`src/rtl/tct_pkg.sv`:
```
// Shared types, constants and the coordinate mapping of the contact tracker.
`timescale 1ns / 1ps

package tct_pkg;

    localparam int POINT_CAP  = 10;
    localparam int TRACK_IDS  = 16;
    localparam int ID_W       = 4;
    localparam int COORD_W    = 16;
    localparam int CFG_IDX_W  = 3;

    localparam logic [7:0] READY_BIT  = 8'(1 << 7);
    localparam logic [3:0] COUNT_MASK = 4'h0f;

    // Configuration register indexes
    localparam logic [CFG_IDX_W-1:0] CFG_SWAP_AXES = 3'd0;
    localparam logic [CFG_IDX_W-1:0] CFG_MIRROR_X  = 3'd1;
    localparam logic [CFG_IDX_W-1:0] CFG_MIRROR_Y  = 3'd2;
    localparam logic [CFG_IDX_W-1:0] CFG_WIDTH     = 3'd3;
    localparam logic [CFG_IDX_W-1:0] CFG_HEIGHT    = 3'd4;
    localparam logic [CFG_IDX_W-1:0] CFG_LIMIT     = 3'd5;

    typedef enum logic [1:0] {
        EV_DOWN  = 2'd0,
        EV_MOVE  = 2'd1,
        EV_UP    = 2'd2,
        EV_ERROR = 2'd3
    } t_event_kind;

    // One stored contact entry
    typedef struct packed {
        logic [COORD_W-1:0] x;
        logic [COORD_W-1:0] y;
        logic [COORD_W-1:0] area;
    } t_contact;

    // Write and read requests toward the contact store
    typedef struct packed {
        logic            en;
        logic [ID_W-1:0] addr;
        t_contact        data;
    } t_store_wr;

    typedef struct packed {
        logic            en;
        logic [ID_W-1:0] addr;
    } t_store_rd;

    // Clamp to resolution and optionally mirror; zero resolution passes through
    function automatic logic [COORD_W-1:0] map_axis(
        input logic [COORD_W-1:0] v,
        input logic [COORD_W-1:0] res,
        input logic               mirror
    );
        logic [COORD_W-1:0] t;
        t = v;
        if (res != '0) begin
            if (t >= res) begin
                t = res - 1'b1;
            end
            if (mirror) begin
                t = res - 1'b1 - t;
            end
        end
        return t;
    endfunction

endpackage

```
`src/rtl/tct_store.sv`:
```
// Contact position and size memory, one write and one registered read port.
`timescale 1ns / 1ps

module tct_store
    import tct_pkg::*;
(
    input  logic      i_clk,
    input  t_store_wr i_wr,
    input  t_store_rd i_rd,
    output t_contact  o_rd_data
);

    t_contact r_mem [TRACK_IDS];
    t_contact r_rd_data;

    // Write the entry of a record, read one entry for a release
    always_ff @(posedge i_clk) begin
        if (i_wr.en) begin
            r_mem[i_wr.addr] <= i_wr.data;
        end
        if (i_rd.en) begin
            r_rd_data <= r_mem[i_rd.addr];
        end
    end

    assign o_rd_data = r_rd_data;

endmodule

```
`src/rtl/touch_contact_tracker.sv`:
```
// Top level of the contact tracker: frame parsing, event output and release sweep.
//
//   channel | direction | handshake                  | payload
//   --------+-----------+----------------------------+--------------------------------
//   in      | input     | i_in_valid / o_in_stall    | command, status, record fields
//   out     | output    | o_out_valid / i_out_stall  | kind, id, position, area, last
//   cfg     | input     | i_cfg_we                   | i_cfg_index, i_cfg_data
//
// A status byte or a record is taken while the input is not stalled; its event goes to the output register.
// Each release is a contact memory read, then a load of the output register.
// Synchronous active-low reset clears masks, counters and the output valid bit.
// A stalled output holds the input off; no item is taken during a release sweep.
`timescale 1ns / 1ps

module touch_contact_tracker
    import tct_pkg::*;
(
    input  logic                 i_clk,
    input  logic                 i_rst_n,
    // input items
    input  logic                 i_in_valid,
    output logic                 o_in_stall,
    input  logic                 i_command,
    input  logic [7:0]           i_status_byte,
    input  logic [7:0]           i_track_byte,
    input  logic [COORD_W-1:0]   i_raw_x,
    input  logic [COORD_W-1:0]   i_raw_y,
    input  logic [COORD_W-1:0]   i_contact_area,
    // result items
    output logic                 o_out_valid,
    input  logic                 i_out_stall,
    output logic [1:0]           o_event_kind,
    output logic [ID_W-1:0]      o_contact_id,
    output logic [COORD_W-1:0]   o_pos_x,
    output logic [COORD_W-1:0]   o_pos_y,
    output logic [COORD_W-1:0]   o_area,
    output logic                 o_last,
    // configuration
    input  logic                 i_cfg_we,
    input  logic [CFG_IDX_W-1:0] i_cfg_index,
    input  logic [COORD_W-1:0]   i_cfg_data
);

    typedef enum logic [1:0] {
        ST_IDLE,
        ST_SWEEP_RD,
        ST_SWEEP_OUT
    } t_state;

    t_state r_state;

    // configuration
    logic               r_swap_axes;
    logic               r_mirror_x;
    logic               r_mirror_y;
    logic [COORD_W-1:0] r_width;
    logic [COORD_W-1:0] r_height;
    logic [3:0]         r_point_limit;

    // frame state
    logic [TRACK_IDS-1:0] r_active;
    logic [TRACK_IDS-1:0] r_seen;
    logic [3:0]           r_records_left;
    logic                 r_skip;
    logic [ID_W-1:0]      r_sw_id;

    // output register
    logic               r_o_valid;
    t_event_kind        r_kind;
    logic [ID_W-1:0]    r_id;
    logic [COORD_W-1:0] r_x;
    logic [COORD_W-1:0] r_y;
    logic [COORD_W-1:0] r_area;
    logic               r_last;

    logic                 out_free;
    logic                 in_acc;
    logic                 out_load;
    logic [3:0]           limit;
    logic [3:0]           count;
    logic [ID_W-1:0]      rec_id;
    logic [TRACK_IDS-1:0] rec_bit;
    logic                 rec_dup;
    logic                 rec_live;
    logic [3:0]           n_records_left;
    logic [TRACK_IDS-1:0] pend_after;
    logic                 rec_last;
    logic [COORD_W-1:0]   sx;
    logic [COORD_W-1:0]   sy;
    logic [COORD_W-1:0]   map_x;
    logic [COORD_W-1:0]   map_y;
    logic [TRACK_IDS-1:0] pend;
    logic [ID_W-1:0]      sweep_id;
    t_store_wr            st_wr;
    t_store_rd            st_rd;
    t_contact             st_rd_data;

    // Handshake
    assign out_free   = !r_o_valid || !i_out_stall;
    assign o_in_stall = (r_state != ST_IDLE) || !out_free;
    assign in_acc     = i_in_valid && !o_in_stall;

    // Status byte decode
    assign limit = (r_point_limit > 4'(POINT_CAP)) ? 4'(POINT_CAP) : r_point_limit;
    assign count = i_status_byte[3:0] & COUNT_MASK;

    // Record decode
    assign rec_id   = i_track_byte[ID_W-1:0];
    assign rec_bit  = TRACK_IDS'(1) << rec_id;
    assign rec_dup  = ({1'b0, rec_id} >= 5'(TRACK_IDS)) || ((r_seen & rec_bit) != '0);
    assign rec_live = i_command && (r_records_left != '0) && !r_skip;
    assign n_records_left = r_records_left - 1'b1;
    assign pend_after = r_active & ~r_seen & ~rec_bit;
    assign rec_last   = (n_records_left != '0) || (pend_after == '0);

    // Load the output register on a count error, a record event or a release
    assign out_load = (r_state == ST_SWEEP_OUT)
                   || (in_acc && !i_command && ((i_status_byte & READY_BIT) != '0)
                       && (count > limit))
                   || (in_acc && rec_live);

    // Swap, clamp and mirror
    assign sx    = r_swap_axes ? i_raw_y : i_raw_x;
    assign sy    = r_swap_axes ? i_raw_x : i_raw_y;
    assign map_x = map_axis(sx, r_width, r_mirror_x);
    assign map_y = map_axis(sy, r_height, r_mirror_y);

    // Pick the lowest contact still to release
    assign pend = r_active & ~r_seen;
    always_comb begin
        sweep_id = '0;
        for (int i = TRACK_IDS - 1; i >= 0; i--) begin
            if (pend[i]) begin
                sweep_id = ID_W'(i);
            end
        end
    end

    // Contact memory requests
    always_comb begin
        st_wr.en        = in_acc && rec_live && !rec_dup;
        st_wr.addr      = rec_id;
        st_wr.data.x    = map_x;
        st_wr.data.y    = map_y;
        st_wr.data.area = i_contact_area;
        st_rd.en        = (r_state == ST_SWEEP_RD) && out_free;
        st_rd.addr      = sweep_id;
    end

    tct_store u_store (
        .i_clk     (i_clk),
        .i_wr      (st_wr),
        .i_rd      (st_rd),
        .o_rd_data (st_rd_data)
    );

    // Control state, configuration and output register
    always_ff @(posedge i_clk) begin
        if (!i_rst_n) begin
            r_state        <= ST_IDLE;
            r_swap_axes    <= 1'b0;
            r_mirror_x     <= 1'b0;
            r_mirror_y     <= 1'b0;
            r_width        <= '0;
            r_height       <= '0;
            r_point_limit  <= 4'd10;
            r_active       <= '0;
            r_seen         <= '0;
            r_records_left <= '0;
            r_skip         <= 1'b0;
            r_o_valid      <= 1'b0;
        end else begin
            // configuration writes
            if (i_cfg_we) begin
                unique case (i_cfg_index)
                    CFG_SWAP_AXES: r_swap_axes   <= i_cfg_data[0];
                    CFG_MIRROR_X:  r_mirror_x    <= i_cfg_data[0];
                    CFG_MIRROR_Y:  r_mirror_y    <= i_cfg_data[0];
                    CFG_WIDTH:     r_width       <= i_cfg_data;
                    CFG_HEIGHT:    r_height      <= i_cfg_data;
                    CFG_LIMIT:     r_point_limit <= i_cfg_data[3:0];
                    default: ;
                endcase
            end

            // load a new result or drop a taken one
            if (out_load) begin
                r_o_valid <= 1'b1;
            end else if (r_o_valid && !i_out_stall) begin
                r_o_valid <= 1'b0;
            end

            unique case (r_state)
                ST_IDLE: begin
                    if (in_acc && !i_command) begin
                        r_skip <= 1'b0;
                        r_seen <= '0;
                        if ((i_status_byte & READY_BIT) != '0) begin
                            if (count > limit) begin
                                r_records_left <= '0;
                                r_kind         <= EV_ERROR;
                                r_id           <= '0;
                                r_x            <= '0;
                                r_y            <= '0;
                                r_area         <= '0;
                                r_last         <= 1'b1;
                            end else if (count == '0) begin
                                r_records_left <= '0;
                                if (r_active != '0) begin
                                    r_state <= ST_SWEEP_RD;
                                end
                            end else begin
                                r_records_left <= count;
                            end
                        end else begin
                            r_records_left <= '0;
                        end
                    end else if (in_acc && (r_records_left != '0)) begin
                        r_records_left <= n_records_left;
                        if (!r_skip) begin
                            if (rec_dup) begin
                                r_skip <= 1'b1;
                                r_kind <= EV_ERROR;
                                r_id   <= '0;
                                r_x    <= '0;
                                r_y    <= '0;
                                r_area <= '0;
                                r_last <= 1'b1;
                            end else begin
                                r_seen   <= r_seen | rec_bit;
                                r_active <= r_active | rec_bit;
                                r_kind   <= ((r_active & rec_bit) != '0) ? EV_MOVE : EV_DOWN;
                                r_id     <= rec_id;
                                r_x      <= map_x;
                                r_y      <= map_y;
                                r_area   <= i_contact_area;
                                r_last   <= rec_last;
                                if (!rec_last) begin
                                    r_state <= ST_SWEEP_RD;
                                end
                            end
                        end
                    end
                end
                ST_SWEEP_RD: begin
                    // read the entry and retire the contact
                    if (out_free) begin
                        r_sw_id            <= sweep_id;
                        r_active[sweep_id] <= 1'b0;
                        r_state            <= ST_SWEEP_OUT;
                    end
                end
                ST_SWEEP_OUT: begin
                    // emit the release with its stored position
                    r_kind    <= EV_UP;
                    r_id      <= r_sw_id;
                    r_x       <= st_rd_data.x;
                    r_y       <= st_rd_data.y;
                    r_area    <= st_rd_data.area;
                    r_last    <= (pend == '0);
                    r_state   <= (pend == '0) ? ST_IDLE : ST_SWEEP_RD;
                end
                default: r_state <= ST_IDLE;
            endcase
        end
    end

    assign o_out_valid  = r_o_valid;
    assign o_event_kind = r_kind;
    assign o_contact_id = r_id;
    assign o_pos_x      = r_x;
    assign o_pos_y      = r_y;
    assign o_area       = r_area;
    assign o_last       = r_last;

endmodule
```
`config.mk`:
```
export PLATFORM = sky130hd
export DESIGN_NAME = touch_contact_tracker
export DESIGN_NICKNAME = d
export VERILOG_FILES = /design/src/rtl/tct_pkg.sv /design/src/rtl/tct_store.sv /design/src/rtl/touch_contact_tracker.sv
export SDC_FILE = /design/constraint.sdc
export NUM_CORES = 1
export LEC_CHECK = 0
export BUFFER_PORTS_ARGS = -buffer_cell sky130_fd_sc_hd__buf_2
export CELL_PAD_IN_SITES_DETAIL_PLACEMENT = 2
export CELL_PAD_IN_SITES_GLOBAL_PLACEMENT = 2
export CORE_ASPECT_RATIO = 1.4
export CORE_MARGIN = 5
export CORE_UTILIZATION = 31
export CTS_BUF_LIST = sky130_fd_sc_hd__clkbuf_4 sky130_fd_sc_hd__clkbuf_8
export CTS_CLUSTER_DIAMETER = 30
export DETAILED_ROUTE_END_ITERATION = 8
export GPL_TIMING_DRIVEN = 0
export PLACE_DENSITY_LB_ADDON = 0.1
export SLEW_MARGIN = 15
export SYNTH_ARGS = -nofsm -noshare
export SYNTH_HDL_FRONTEND = slang
export SYNTH_HIERARCHICAL = 1
export SYNTH_SLANG_ARGS = --single-unit
```
`constraint.sdc`:
```
create_clock -name i_clk -period 11.4 [get_ports i_clk]
set_input_delay 1.71 -clock i_clk [delete_from_list [all_inputs] [get_ports i_clk]]
set_output_delay 1.71 -clock i_clk [all_outputs]
set_load 0.01 [all_outputs]
```
After elaboration in Yosys (flattened, before gate mapping)
Memory sizes are Yosys's and may differ from the RTL's. A register that Yosys moved wholly into a read port is not among the register bits.
Index checks and enable logic that the tools add are counted.
- add/sub/neg operators: 5
- $mul: 0
- div/mod/pow operators: 0
- order comparisons: 6
- eq/ne operators: 23
- shift operators: 1
- muxes and demuxes: 103
- bitwise operators: 10
- reductions and logical operators: 53
- operators by type and width (operator ; count):
    16-bit two-way mux ; 33
    16-bit one-hot mux with 2 select lines ; 4
    4-bit two-way mux ; 28
    16-bit AND ; 5
    16-bit nonzero test ; 5
    16-bit NOT ; 3
    16-bit >= comparator ; 2
    16-bit zero test ; 2
    2-bit two-way mux ; 16
    16-bit OR ; 2
    16-bit by 1-bit subtractor with 16-bit output, second input constant ; 2
    16-bit subtractor ; 2
    3-bit != test, second input constant ; 9
    1-bit two-way mux ; 17
    1-bit by 4-bit left shift with 16-bit output, first input constant ; 1
    2-bit AND reduction ; 7
    1-bit logical AND ; 12
    6-bit AND reduction ; 2
    2-bit != test, second input constant ; 5
    2-bit nonzero test ; 5
    9-bit AND reduction ; 1
    4-bit one-hot mux with 2 select lines ; 1
    4-bit nonzero test ; 2
    1-bit zero test ; 7
    21 further kinds ; 28
- flip-flop bits (word level): 138
- bits in latches: 0
- memory bits (writable): 768
- ROM bits: 0
- input bits: 89
- output and inout bits: 57
- memories: 1
- memory list (memory ; depth ; bits a word ; read ports ; clocked after Yosys merged registers in ; wr ports ; line ; RTL):
    u_store.r_mem ; 16 ; 48 ; 1 ; 1 ; 1 ; tct_store.sv:13 ; t_contact r_mem [TRACK_IDS];

Depth between registers and ports, before layout
Gate-level depths: netlist of run 1.
- depth after elaboration: 26
- depth in mapped cells: 28
- depth with buffers taken out: 22

By module
Netlist of run 1, hierarchy kept.
- by module, submodules not included (module ; instances ; cells an instance ; area each (um2) ; seq. area each (um2)):
    tct_store ; 1 ; 1242 ; 30171.4 ; 24503.5
    touch_contact_tracker ; 1 ; 1322 ; 10741.6 ; 3353.2

Worst setup path before layout of run 1
No wires, ideal clock.
- kind: input to register
- start: input port i_track_byte[1]
- end: memory u_store/r_mem[0][0] (netlist bit), enable pin
- library setup time: 513 ps
- arrival: 7346 ps
- data required time: 10887 ps
- setup slack: 3541 ps
- stages on the path: 9
- cell sequence: mux4_2 nand2_1 o21ai_0 a222oi_1 nand4_1 inv_1 buf_1 or3b_2 nor3_1
- RTL lines (element ; line ; RTL):
    start, declared ; touch_contact_tracker.sv:25 ; input logic [7:0] i_track_byte,
    end, declared ; tct_store.sv:13 ;

Final worst setup path of run 1
- start: register r_swap_axes
- end: register r_y[15] (netlist: o_pos_y[15]), data pin
- longest elaborated chain between the ends: 12
- RTL lines (element ; line ; RTL):
    start, declared ; touch_contact_tracker.sv:53 ; logic r_swap_axes;
    start signal, assigned ; touch_contact_tracker.sv:176 ; CFG_SWAP_AXES: r_swap_axes <= i_cfg_data[0];
    16-bit two-way mux * ; touch_contact_tracker.sv:124 ; assign sy = r_swap_axes ? i_raw_x : i_raw_y;
    16-bit >= comparator ; tct_pkg.sv:58 ; if (t >= res) begin
    16-bit two-way mux ; tct_pkg.sv:58 ;
    16-bit two-way mux ; tct_pkg.sv:57 ; if (res != '0) begin
    16-bit subtractor ; tct_pkg.sv:62 ; t = res - 1'b1 - t;
    16-bit two-way mux ; tct_pkg.sv:61 ; if (mirror) begin
    16-bit two-way mux * ; tct_pkg.sv:57 ;
    named net map_y[15] ; touch_contact_tracker.sv:91 ; logic [COORD_W-1:0] map_y;
    16-bit two-way mux * ; touch_contact_tracker.sv:221 ; if (rec_dup) begin
    16-bit two-way mux * ; touch_contact_tracker.sv:220 ; if (!r_skip) begin
    16-bit two-way mux * ; touch_contact_tracker.sv:218 ; end else if (in_acc && (r_records_left != '0)) begin
    16-bit two-way mux * ; touch_contact_tracker.sv:195 ; if (in_acc && !i_command) begin
    16-bit one-hot mux with 2 select lines * ; touch_contact_tracker.sv:193 ; unique case (r_state)
    end signal, assigned ; touch_contact_tracker.sv:235 ; r_y <= map_y;
    end signal, assigned ; touch_contact_tracker.sv:258 ; r_y <= st_rd_data.y;
    end, declared ; touch_contact_tracker.sv:72 ; logic [COORD_W-1:0] r_y;
Mark *: on every way through the listed nets, which the timed path passes. The rest lies on a longest branch. The select of a mux whose other input is x is not followed.
A chain may end at the register's enable or synchronous reset.

==> results.py, run 1 <==
metrics = {
    "run_status": {
        "outcome": "complete, no violations",
    },
    "final_layout": {
        "design_area_sq_mm": 0.0491,
        "final_core_util_pct": 37.5,
        "fin_nets": 3124,
        "synthToLayoutAreaGrowth_pct": 20.1,
        "register_area_sq_mm": 0.0279,
        "nFillCells": 13058,
        "multiInputGateArea_sq_mm": 0.0124,
        "drive_gt1_share_pct": 26.4,
        "layout.cells.non_filler": 4861,
    },
    "timing": {
        "hold_viol_final": 0,
        "hold-worst-slack_ps": 471,
        "slew_headroom_pct": 26.4,
        "period_share_pct": 77.2,
        "finalCriticalPeriod_ps": 8800,
        "fmax_mhz": 114,
        "grt_setup_unrepaired": "false",
        "slew_viol_final": 0,
        "finalSetupViolCount": 0,
        "tightest_slew_ps": 1100,
        "final.setup_skew_ps": 27.5,
    },
    "synth": {
        "synth-edff-count": 875,
        "synthTopCellsByArea": "edfxtp_1, mux4_2, dfxtp_1",
        "synth_top_cell_area_share_pct": 64.2,
        "async_flop_share_pct": 0,
        "ys_types": 81,
        "yosysMostFrequentCell": "edfxtp_1",
        "synth_cells": 2564,
        "syn_area_sq_mm": 0.0409,
        "ys_ff_latch": 954,
        "syn_nets": 2725,
        "ys_warn_count": 6,
        "synth.avg_cell_area_sq_um": 16.0,
        "synth_seq_area_share_pct": 68.1,
        "synth_ff_type": "edfxtp_1",
        "synth_top_area_cell": "edfxtp_1",
        "synthTopCellsByCount": "edfxtp_1, nand2_1, mux4_2",
    },
    "critical_path": {
        "slowest_delay_ps": 630,
        "crit_fanout": 17,
        "critPathTopFamily": "buffers and inverters",
        "cp.arrival_ps": 9410,
        "path_buf_inv": 7,
        "critPathKind": "reg2reg",
        "cp_common_cell": "clkbuf_1",
        "endpoint_kind": "flip-flop",
        "start_kind": "flip-flop",
        "cp_data_required_time_ps": 12010,
        "slowest_stage": "mux2i_1",
    },
    "clock_network": {
        "cts-root-buf": "clkbuf_8",
        "cts_tree": "built",
        "cts_num_sinks": 954,
        "postCtsHoldBufs": 0,
        "post_cts_resized": 0,
        "clockBufferDepth": 3,
        "clock_latency_ps": 880,
        "clkTransAtPathRegs_ps": 60,
        "ctsHtreeMaxLevel": 4,
        "post_cts_buffers": 0,
        "cts_buffers": 183,
    },
    "routing": {
        "wire_per_inst_um": 27.8,
        "vias_per_cell": 5.13,
        "detail-route-antenna-nets": 0,
        "met1Wirelength_um": 53700,
        "drt_iter0_markers": 1360,
        "firstDrtPassIters": 5,
        "route.vias.total": 24928,
        "wl_met3_um": 5400,
        "wl_um": 135000,
        "drc_errors": 0,
        "wl_met2_um": 72400,
        "dr.max_layer_used": "met4",
    },
    "place": {
        "gp_congestion": 0.872,
        "io_buffer_count": 137,
        "placedCellCount": 4526,
        "hpwl_um": 96000,
        "place_area_sq_mm": 0.0452,
    },
    "floorplanning": {
        "coreArea_sq_mm": 0.131,
        "start_util_pct": 31.2,
        "die_area_sq_mm": 0.139,
        "die_y_um": 440,
        "die_w_um": 317,
        "num_rows": 157,
        "pin_count": 146,
    },
    "grt": {
        "grt_max_degree": 31,
        "grt_pass1_vias": 28479,
        "overflow": 0,
        "track_usage_pct": 19.4,
        "grt_pass1_wl_um": 196000,
        "antenna_found_initial": 5,
    },
    "power": {
        "leakagePower_nw": 16.3,
        "irDropWorstVdd_mv": 0.114,
        "powerDensity_mw_per_mm2": 178,
    },
    "job": {
        "drv_cap": 0,
    },
    "worst_hold_path": {
        "hp-class": "reg2reg",
    },
}
==> cells in the final DEF (no fill, tap or decap), types with 33 or more instances in the layout <==
master	Yosys	final
xnor2_1	33	33
buf_2	8	146
dfxtp_1	79	79
clkbuf_4	0	40
ha_1	70	70
a22oi_1	102	102
mux2i_1	41	40
buf_4	18	46
nor2_1	131	118
clkbuf_8	0	186
nor3_1	39	34
a22o_1	53	53
clkbuf_1	74	71
a21boi_0	36	36
inv_1	77	77
mux4_2	194	194
nand2_1	218	218
o21ai_0	67	61
edfxtp_1	875	875
a21oi_1	112	98
==> metal layers <==
metal	vias to the layer above	GRT usage, %
li1	11034	-
met1	13160	22.9
met2	536	35.7
met3	198	3.41
met4	0	5.84
met5	-	0
==> sequential cells by signal, indices dropped and copies added (netlist names), 16 cells and up <==
signal and cells:
u_store/r_mem 768, u_store/o_rd_data 48, r_height 16, o_pos_y 16, r_seen 16, r_width 16, r_active 16, o_area 16
o_pos_x 16
==> worst register-to-register path, delay by kind of cell, from the launching register on <==
family / cells / cell delay [ps]
AOI/OAI and AO/OA: 9 / 2400
and+or+nand+nor: 8 / 1990
muxes: 1 / 630
buffers and inverters: 7 / 2600
DFF: 1 / 300
adders and majority gates: 2 / 640
==> per-stage QoR <==
| step | power (mW) | TNS (ps) | setup slack, ps |
|---|---|---|---|
| floorplan | 4.80 | 0 | 3540 |
| global placement | 5.20 | -489020 | -2930 |
| detailed placement | 5.27 | 0 | 1970 |
| CTS | 8.91 | 0 | 2340 |
| global route | 9.16 | 0 | 1790 |
| finish | 8.75 | 0 | 2600 |
==> power by group <==
part	switching, mW	internal [mW]	leakage [nW]
logic	0.762	0.399	5.77
registers	0.0187	4.00	8.51
clock network	1.54	2.03	2.00
==> final timing paths <==
check | end | startpoint | cells after the start | slack (ps)
worst min register to register | r_seen[6] | r_seen[6] | 2 | 470
worst max-delay path | o_pos_y[15] | r_swap_axes | 27 | 2600
worst min-delay path | r_seen[6] | r_seen[6] | 2 | 470
worst max register to register | o_pos_y[15] | r_swap_axes | 27 | 2600
==> area by class of cell <==
class                   count  area share [%]
flip-flops and latches    954            56.7
diodes                      2          0.0102
clock buffers             226            5.82
plain buffers             121            1.09
repair buffers            214            3.93
clock inverters           106            2.07
inverters                  77           0.588
multi-input cells        1412            25.3
well taps                1749            4.45
==> cell families (layout without fill, tap and decap cells) <==
family	Yosys count	count (layout)	synth area share [%]
other	0	2	0
DFF	954	954	68.1
AOI/OAI and AO/OA	483	483	8.01
adders and majority gates	72	72	2.24
xor gates and xnor gates	49	49	1.07
and+or+nand+nor	550	550	6.28
buffers and inverters	198	744	2.01
muxes	258	258	12.3
(Power assumes the default switching activity.)
==> run 2: changes to the inputs <==
==> constraint.sdc (replaced) <==
create_clock -name i_clk -period 8.7 [get_ports i_clk]
set_input_delay 1.305 -clock i_clk [delete_from_list [all_inputs] [get_ports i_clk]]
set_output_delay 1.305 -clock i_clk [all_outputs]
set_load 0.01 [all_outputs]
==> run 2 against run 1 <==
Hold slack hardly changed; largest cell class unchanged; utilization hardly changed; critical endpoint is now o_pos_x[10]; clock skew is 5.8 ps higher; highest routed layer unchanged; global-route usage hardly changed.
==> results.py, run 2 (synthesis results as in run 1) <==
metrics = {
    "routing": {
        "detail-route-antenna-nets": 0,
        "vias_per_cell": 5.14,
        "wl_um": 135000,
        "wire_per_inst_um": 27.8,
        "firstDrtPassIters": 5,
        "drc_errors": 0,
        "drt_iter0_markers": 1440,
        "route.vias.total": 25000,
    },
    "final_layout": {
        "fin_nets": 3123,
        "top_register": "u_store/r_mem",
        "final_core_util_pct": 37.5,
        "layout.cells.non_filler": 4861,
        "nFillCells": 13055,
        "final_common_cell": "edfxtp_1",
        "final_cell_mix": "edfxtp_1, nand2_1, mux4_2, clkbuf_8, buf_2",
        "largest_register_ffs": 768,
        "synthToLayoutAreaGrowth_pct": 20.2,
        "drive_gt1_share_pct": 26.7,
    },
    "clock_network": {
        "clockBufferDepth": 3,
        "clock_latency_ps": 880,
        "clkTransAtPathRegs_ps": 50,
        "post_cts_buffers": 0,
        "cts_num_sinks": 954,
        "ctsHtreeMaxLevel": 4,
        "cts_buffers": 183,
        "cts-root-buf": "clkbuf_8",
        "cts_tree": "built",
        "postCtsHoldBufs": 0,
    },
    "critical_path": {
        "critPathKind": "reg2reg",
        "cp.arrival_ps": 8820,
        "start_kind": "flip-flop",
        "cp_common_cell": "o21ai_0",
        "slowest_delay_ps": 730,
        "slowest_stage": "mux2i_1",
        "cp_data_required_time_ps": 9400,
        "endpoint_kind": "flip-flop",
        "crit_fanout": 17,
    },
    "power": {
        "pwr-share-clk_pct": 40.8,
        "p_total_mw": 11.5,
        "leakagePower_nw": 16.3,
        "pwr-share-comb_pct": 13.3,
        "pwr-share-seq_pct": 45.8,
        "sw_frac_of_total_pct": 26.6,
        "internal_power_mw": 8.43,
        "powerDensity_mw_per_mm2": 233,
        "p_sw_mw": 3.05,
        "irDropWorstVdd_mv": 0.150,
    },
    "floorplanning": {
        "start_util_pct": 31.2,
        "pin_count": 146,
        "die_area_sq_mm": 0.139,
        "coreArea_sq_mm": 0.131,
        "die_y_um": 440,
        "num_rows": 157,
        "die_w_um": 317,
    },
    "grt": {
        "overflow": 0,
        "antenna_found_initial": 5,
        "grt_pass1_vias": 28478,
        "met3_usage_pct": 3.41,
        "grt_util_met1_pct": 22.9,
        "track_usage_pct": 19.4,
        "grt_pass1_wl_um": 196000,
        "grt_max_degree": 31,
        "grtUsageMet2_pct": 35.8,
        "top_usage_layer": "met2",
    },
    "place": {
        "hpwl_um": 96000,
        "io_buffer_count": 137,
        "gp_congestion": 0.872,
        "post-place-ws_ps": -329,
        "placedCellCount": 4526,
    },
    "timing": {
        "hold_viol_final": 0,
        "slew_headroom_pct": 25.4,
        "hold-worst-slack_ps": 471,
        "slew_viol_final": 0,
        "tightest_slew_ps": 1120,
        "finalCriticalPeriod_ps": 8130,
        "final.setup_skew_ps": 33.3,
        "fmax_mhz": 123,
        "timing.final.ws_setup_ps": 574,
        "finalSetupViolCount": 0,
        "period_share_pct": 93.4,
    },
    "job": {
        "drv_cap": 0,
    },
    "run_status": {
        "outcome": "complete, no violations",
    },
    "worst_hold_path": {
        "hp-class": "reg2reg",
    },
}
run 2: worst max-delay path: cells and delay by family, from the launching register on:
kind            cells  cell delay, ps
compound gates     11            2970
fa+ha+maj           3             930
buf+inv             5            1800
flops               1             300
mux                 2             900
simple gates        4            1030
run 2: path summary, 6_finish.rpt:
check	startpoint	endpoint	slack (ps)	cells past startpoint
max	r_swap_axes	o_pos_x[10]	570	25
min	r_seen[6]	r_seen[6]	470	2
max reg2reg	r_swap_axes	o_pos_x[10]	570	25
min reg2reg	r_seen[6]	r_seen[6]	470	2
run 2: layout make-up:
| cell class | count | area [sq um] | area share (%) |
|---|---|---|---|
| buffer | 120 | 536 | 1.09 |
| timing repair buffer | 214 | 1930 | 3.93 |
| inverter | 77 | 289 | 0.588 |
| clock buffer | 226 | 2860 | 5.82 |
| sequential | 954 | 27900 | 56.7 |
| clock inverter | 106 | 1010 | 2.06 |
| antenna | 3 | 7.51 | 0.0153 |
| tap | 1749 | 2190 | 4.45 |
| multi-input combinational | 1412 | 12500 | 25.4 |
run 2: stage by stage:
step	area (sq um)	TNS [ps]
floorplan	40900	0
global placement	43800	-1960360
detailed placement	45200	-13030
CTS	49100	0
global route	49200	-10.3
finish	49200	0
run 2: layer usage:
metal / vias up / part of all wire (%)
met5: - / 0
met4: 0 / 2.5
met3: 195 / 3.9
met2: 537 / 54
met1: 13234 / 40
li1: 11034 / -
run 2: power by group through the flow:
stage	clock network [mW]	registers, mW	logic (mW)
finish	4.69	5.26	1.53
global route	5.07	5.26	1.68
CTS	4.86	5.26	1.56
detailed placement	0	5.36	1.54
global placement	0	5.37	1.44
floorplan	0	5.36	0.932
run 2: timing repair:
action | CTS | global route
endpoints found under the hold margin | 0 | 0
gates resized for setup | 6 | 9
setup endpoints to repair | 68 | 156
pin swaps | 0 | 0
==> run 3: changes to the inputs <==
--- a/config.mk
+++ b/config.mk
@@ -15,7 +15,7 @@
 export CTS_CLUSTER_DIAMETER = 30
 export DETAILED_ROUTE_END_ITERATION = 8
 export GPL_TIMING_DRIVEN = 0
-export PLACE_DENSITY_LB_ADDON = 0.1
+export PLACE_DENSITY = 0.59
 export SLEW_MARGIN = 15
 export SYNTH_ARGS = -nofsm -noshare
 export SYNTH_HDL_FRONTEND = slang
==> constraint.sdc (replaced) <==
create_clock -name i_clk -period 7.1 [get_ports i_clk]
set_input_delay 1.065 -clock i_clk [delete_from_list [all_inputs] [get_ports i_clk]]
set_output_delay 1.065 -clock i_clk [all_outputs]
set_load 0.01 [all_outputs]
==> run 3 against run 2 <==
Setup slack lost 180 ps; hold slack gained 4.4 ps; sequential share of layout area up 0.084 points; final area shrank 0.14%; clock power rose by 20%; highest routed layer unchanged; total power up 22%; clock skew fell by 5.0 ps; critical path depth is 2 higher; largest power group unchanged; cell count shrank 0.21%.
==> results.py, run 3 (synthesis results as in run 1) <==
metrics = {
    "timing": {
        "hold_viol_final": 0,
        "fmax_mhz": 149,
        "grt_setup_unrepaired": "false",
        "fin_tns_setup_ps": 0,
        "slew_headroom_pct": 17.9,
        "finalCriticalPeriod_ps": 6700,
        "slew_viol_final": 0,
        "period_share_pct": 94.4,
        "final.setup_skew_ps": 28.4,
        "tightest_slew_ps": 1230,
        "finalSetupViolCount": 0,
    },
    "critical_path": {
        "crit_fanout": 17,
        "r2r_cells": 27,
        "critPathKind": "reg2reg",
        "start_kind": "flip-flop",
        "cp_data_required_time_ps": 7730,
        "critPathLaunch": "r_swap_axes",
        "r2r_setup_slack_ps": 400,
        "regToRegStartpoint": "r_swap_axes",
        "worst_r2r_endpoint": "o_pos_y[12]",
        "cp.arrival_ps": 7330,
        "crit_end": "o_pos_y[12]",
        "endpoint_kind": "flip-flop",
    },
    "power": {
        "irDropWorstVdd_mv": 0.184,
        "powerDensity_mw_per_mm2": 286,
        "leakagePower_nw": 16.2,
    },
    "floorplanning": {
        "start_util_pct": 31.2,
        "die_w_um": 317,
        "pin_count": 146,
        "die_area_sq_mm": 0.139,
        "coreArea_sq_mm": 0.131,
        "die_y_um": 440,
        "num_rows": 157,
    },
    "grt": {
        "grt_pass1_wl_um": 198000,
        "track_usage_pct": 19.4,
        "overflow": 0,
        "grt_pass1_vias": 28700,
        "antenna_found_initial": 4,
        "grt_max_degree": 27,
    },
    "routing": {
        "detail-route-antenna-nets": 0,
        "route.vias.total": 25209,
        "firstDrtPassIters": 5,
        "vias_per_cell": 5.20,
        "wl_um": 135000,
        "drt_iter0_markers": 1625,
        "drc_errors": 0,
        "wire_per_inst_um": 27.8,
    },
    "final_layout": {
        "top_register": "u_store/r_mem",
        "fin_nets": 3114,
        "largest_register_ffs": 768,
        "final_cell_mix": "edfxtp_1, nand2_1, mux4_2, clkbuf_8, buf_2",
        "final_common_cell": "edfxtp_1",
        "drive_gt1_share_pct": 26.9,
        "layout.cells.non_filler": 4851,
        "synthToLayoutAreaGrowth_pct": 20.0,
    },
    "clock_network": {
        "clkTransAtPathRegs_ps": 60,
        "clock_latency_ps": 880,
        "cts-root-buf": "clkbuf_8",
        "cts_buffers": 176,
        "ctsHtreeMaxLevel": 4,
        "clockBufferDepth": 3,
        "cts_tree": "built",
        "cts_num_sinks": 954,
    },
    "place": {
        "gp_congestion": 0.837,
        "placedCellCount": 4520,
        "hpwl_um": 95800,
        "io_buffer_count": 137,
    },
    "worst_hold_path": {
        "hp-class": "in2reg",
    },
    "job": {
        "drv_cap": 0,
    },
    "run_status": {
        "outcome": "complete, no violations",
    },
}
run 3: power by group:
part           switching, mW  internal, mW
logic                   1.25         0.677
registers             0.0327          6.41
clock network           2.51          3.13
total                   3.80          10.2
run 3: metal layers:
metal | GRT usage (%) | share of wire [%] | up-vias
li1 | - | - | 11021
met1 | 23.0 | 39 | 13348
met2 | 36.1 | 54 | 649
met3 | 3.23 | 4.1 | 191
met4 | 5.37 | 2.5 | 0
met5 | 0 | 0 | -
run 3: cell type report:
cell class / count / area (sq um)
fill: 13059 / 81900
sequential: 954 / 27900
multi-input combinational: 1412 / 12600
clock buffer: 208 / 2670
tap: 1749 / 2190
timing repair buffer: 213 / 1830
clock inverter: 118 / 1100
buffer: 119 / 552
inverter: 77 / 289
antenna: 1 / 2.50
run 3: repair_timing:
item / CTS / global route
hold buffers: 0 / 0
pin swaps: 1 / 2
endpoints found under the setup margin: 478 / 117
gates resized for setup: 41 / 14
setup buffers: 2 / 3
run 3: worst min path at each step:
stage,cells after the start,from,end
global route,3,i_cfg_data[8],r_width[8]
finish,3,i_cfg_data[5],r_width[5]
floorplan,2,r_seen[6],r_seen[6]
detailed placement,2,r_seen[6],r_seen[6]
global placement,2,r_seen[6],r_seen[6]
CTS,3,i_cfg_data[5],r_width[5]
run 3: per-stage QoR:
step	util [%]	worst slack, ps	cell area [sq um]	hold WS, ps	total power, mW
detailed placement	34.4	-2160	45000	472	8.45
floorplan	-	197	40900	437	7.71
CTS	37.4	36.0	49000	369	14.2
global route	37.5	11.1	49100	411	14.7
finish	37.5	397	49100	475	14.0
global placement	33.4	-5800	43800	456	8.32
run 3: critical path: stages (launching register included):
cell and delay, ps:
dfxtp_2 430, buf_4 230, buf_4 280, mux2i_4 390
inv_1 120, ha_1 320, nand4_1 190, nor4_1 350
a32o_1 270, or2_4 190, buf_4 210, clkbuf_4 250
nand2_1 70, o21ai_0 170, inv_1 130, fa_1 450
nor2b_1 140, o21ai_0 80, nand2_1 130, a31oi_1 270
a311oi_2 480, a21boi_1 120, o221ai_1 300, xor2_1 140
a211oi_2 300, a21oi_4 60, buf_12 170, a22o_1 200
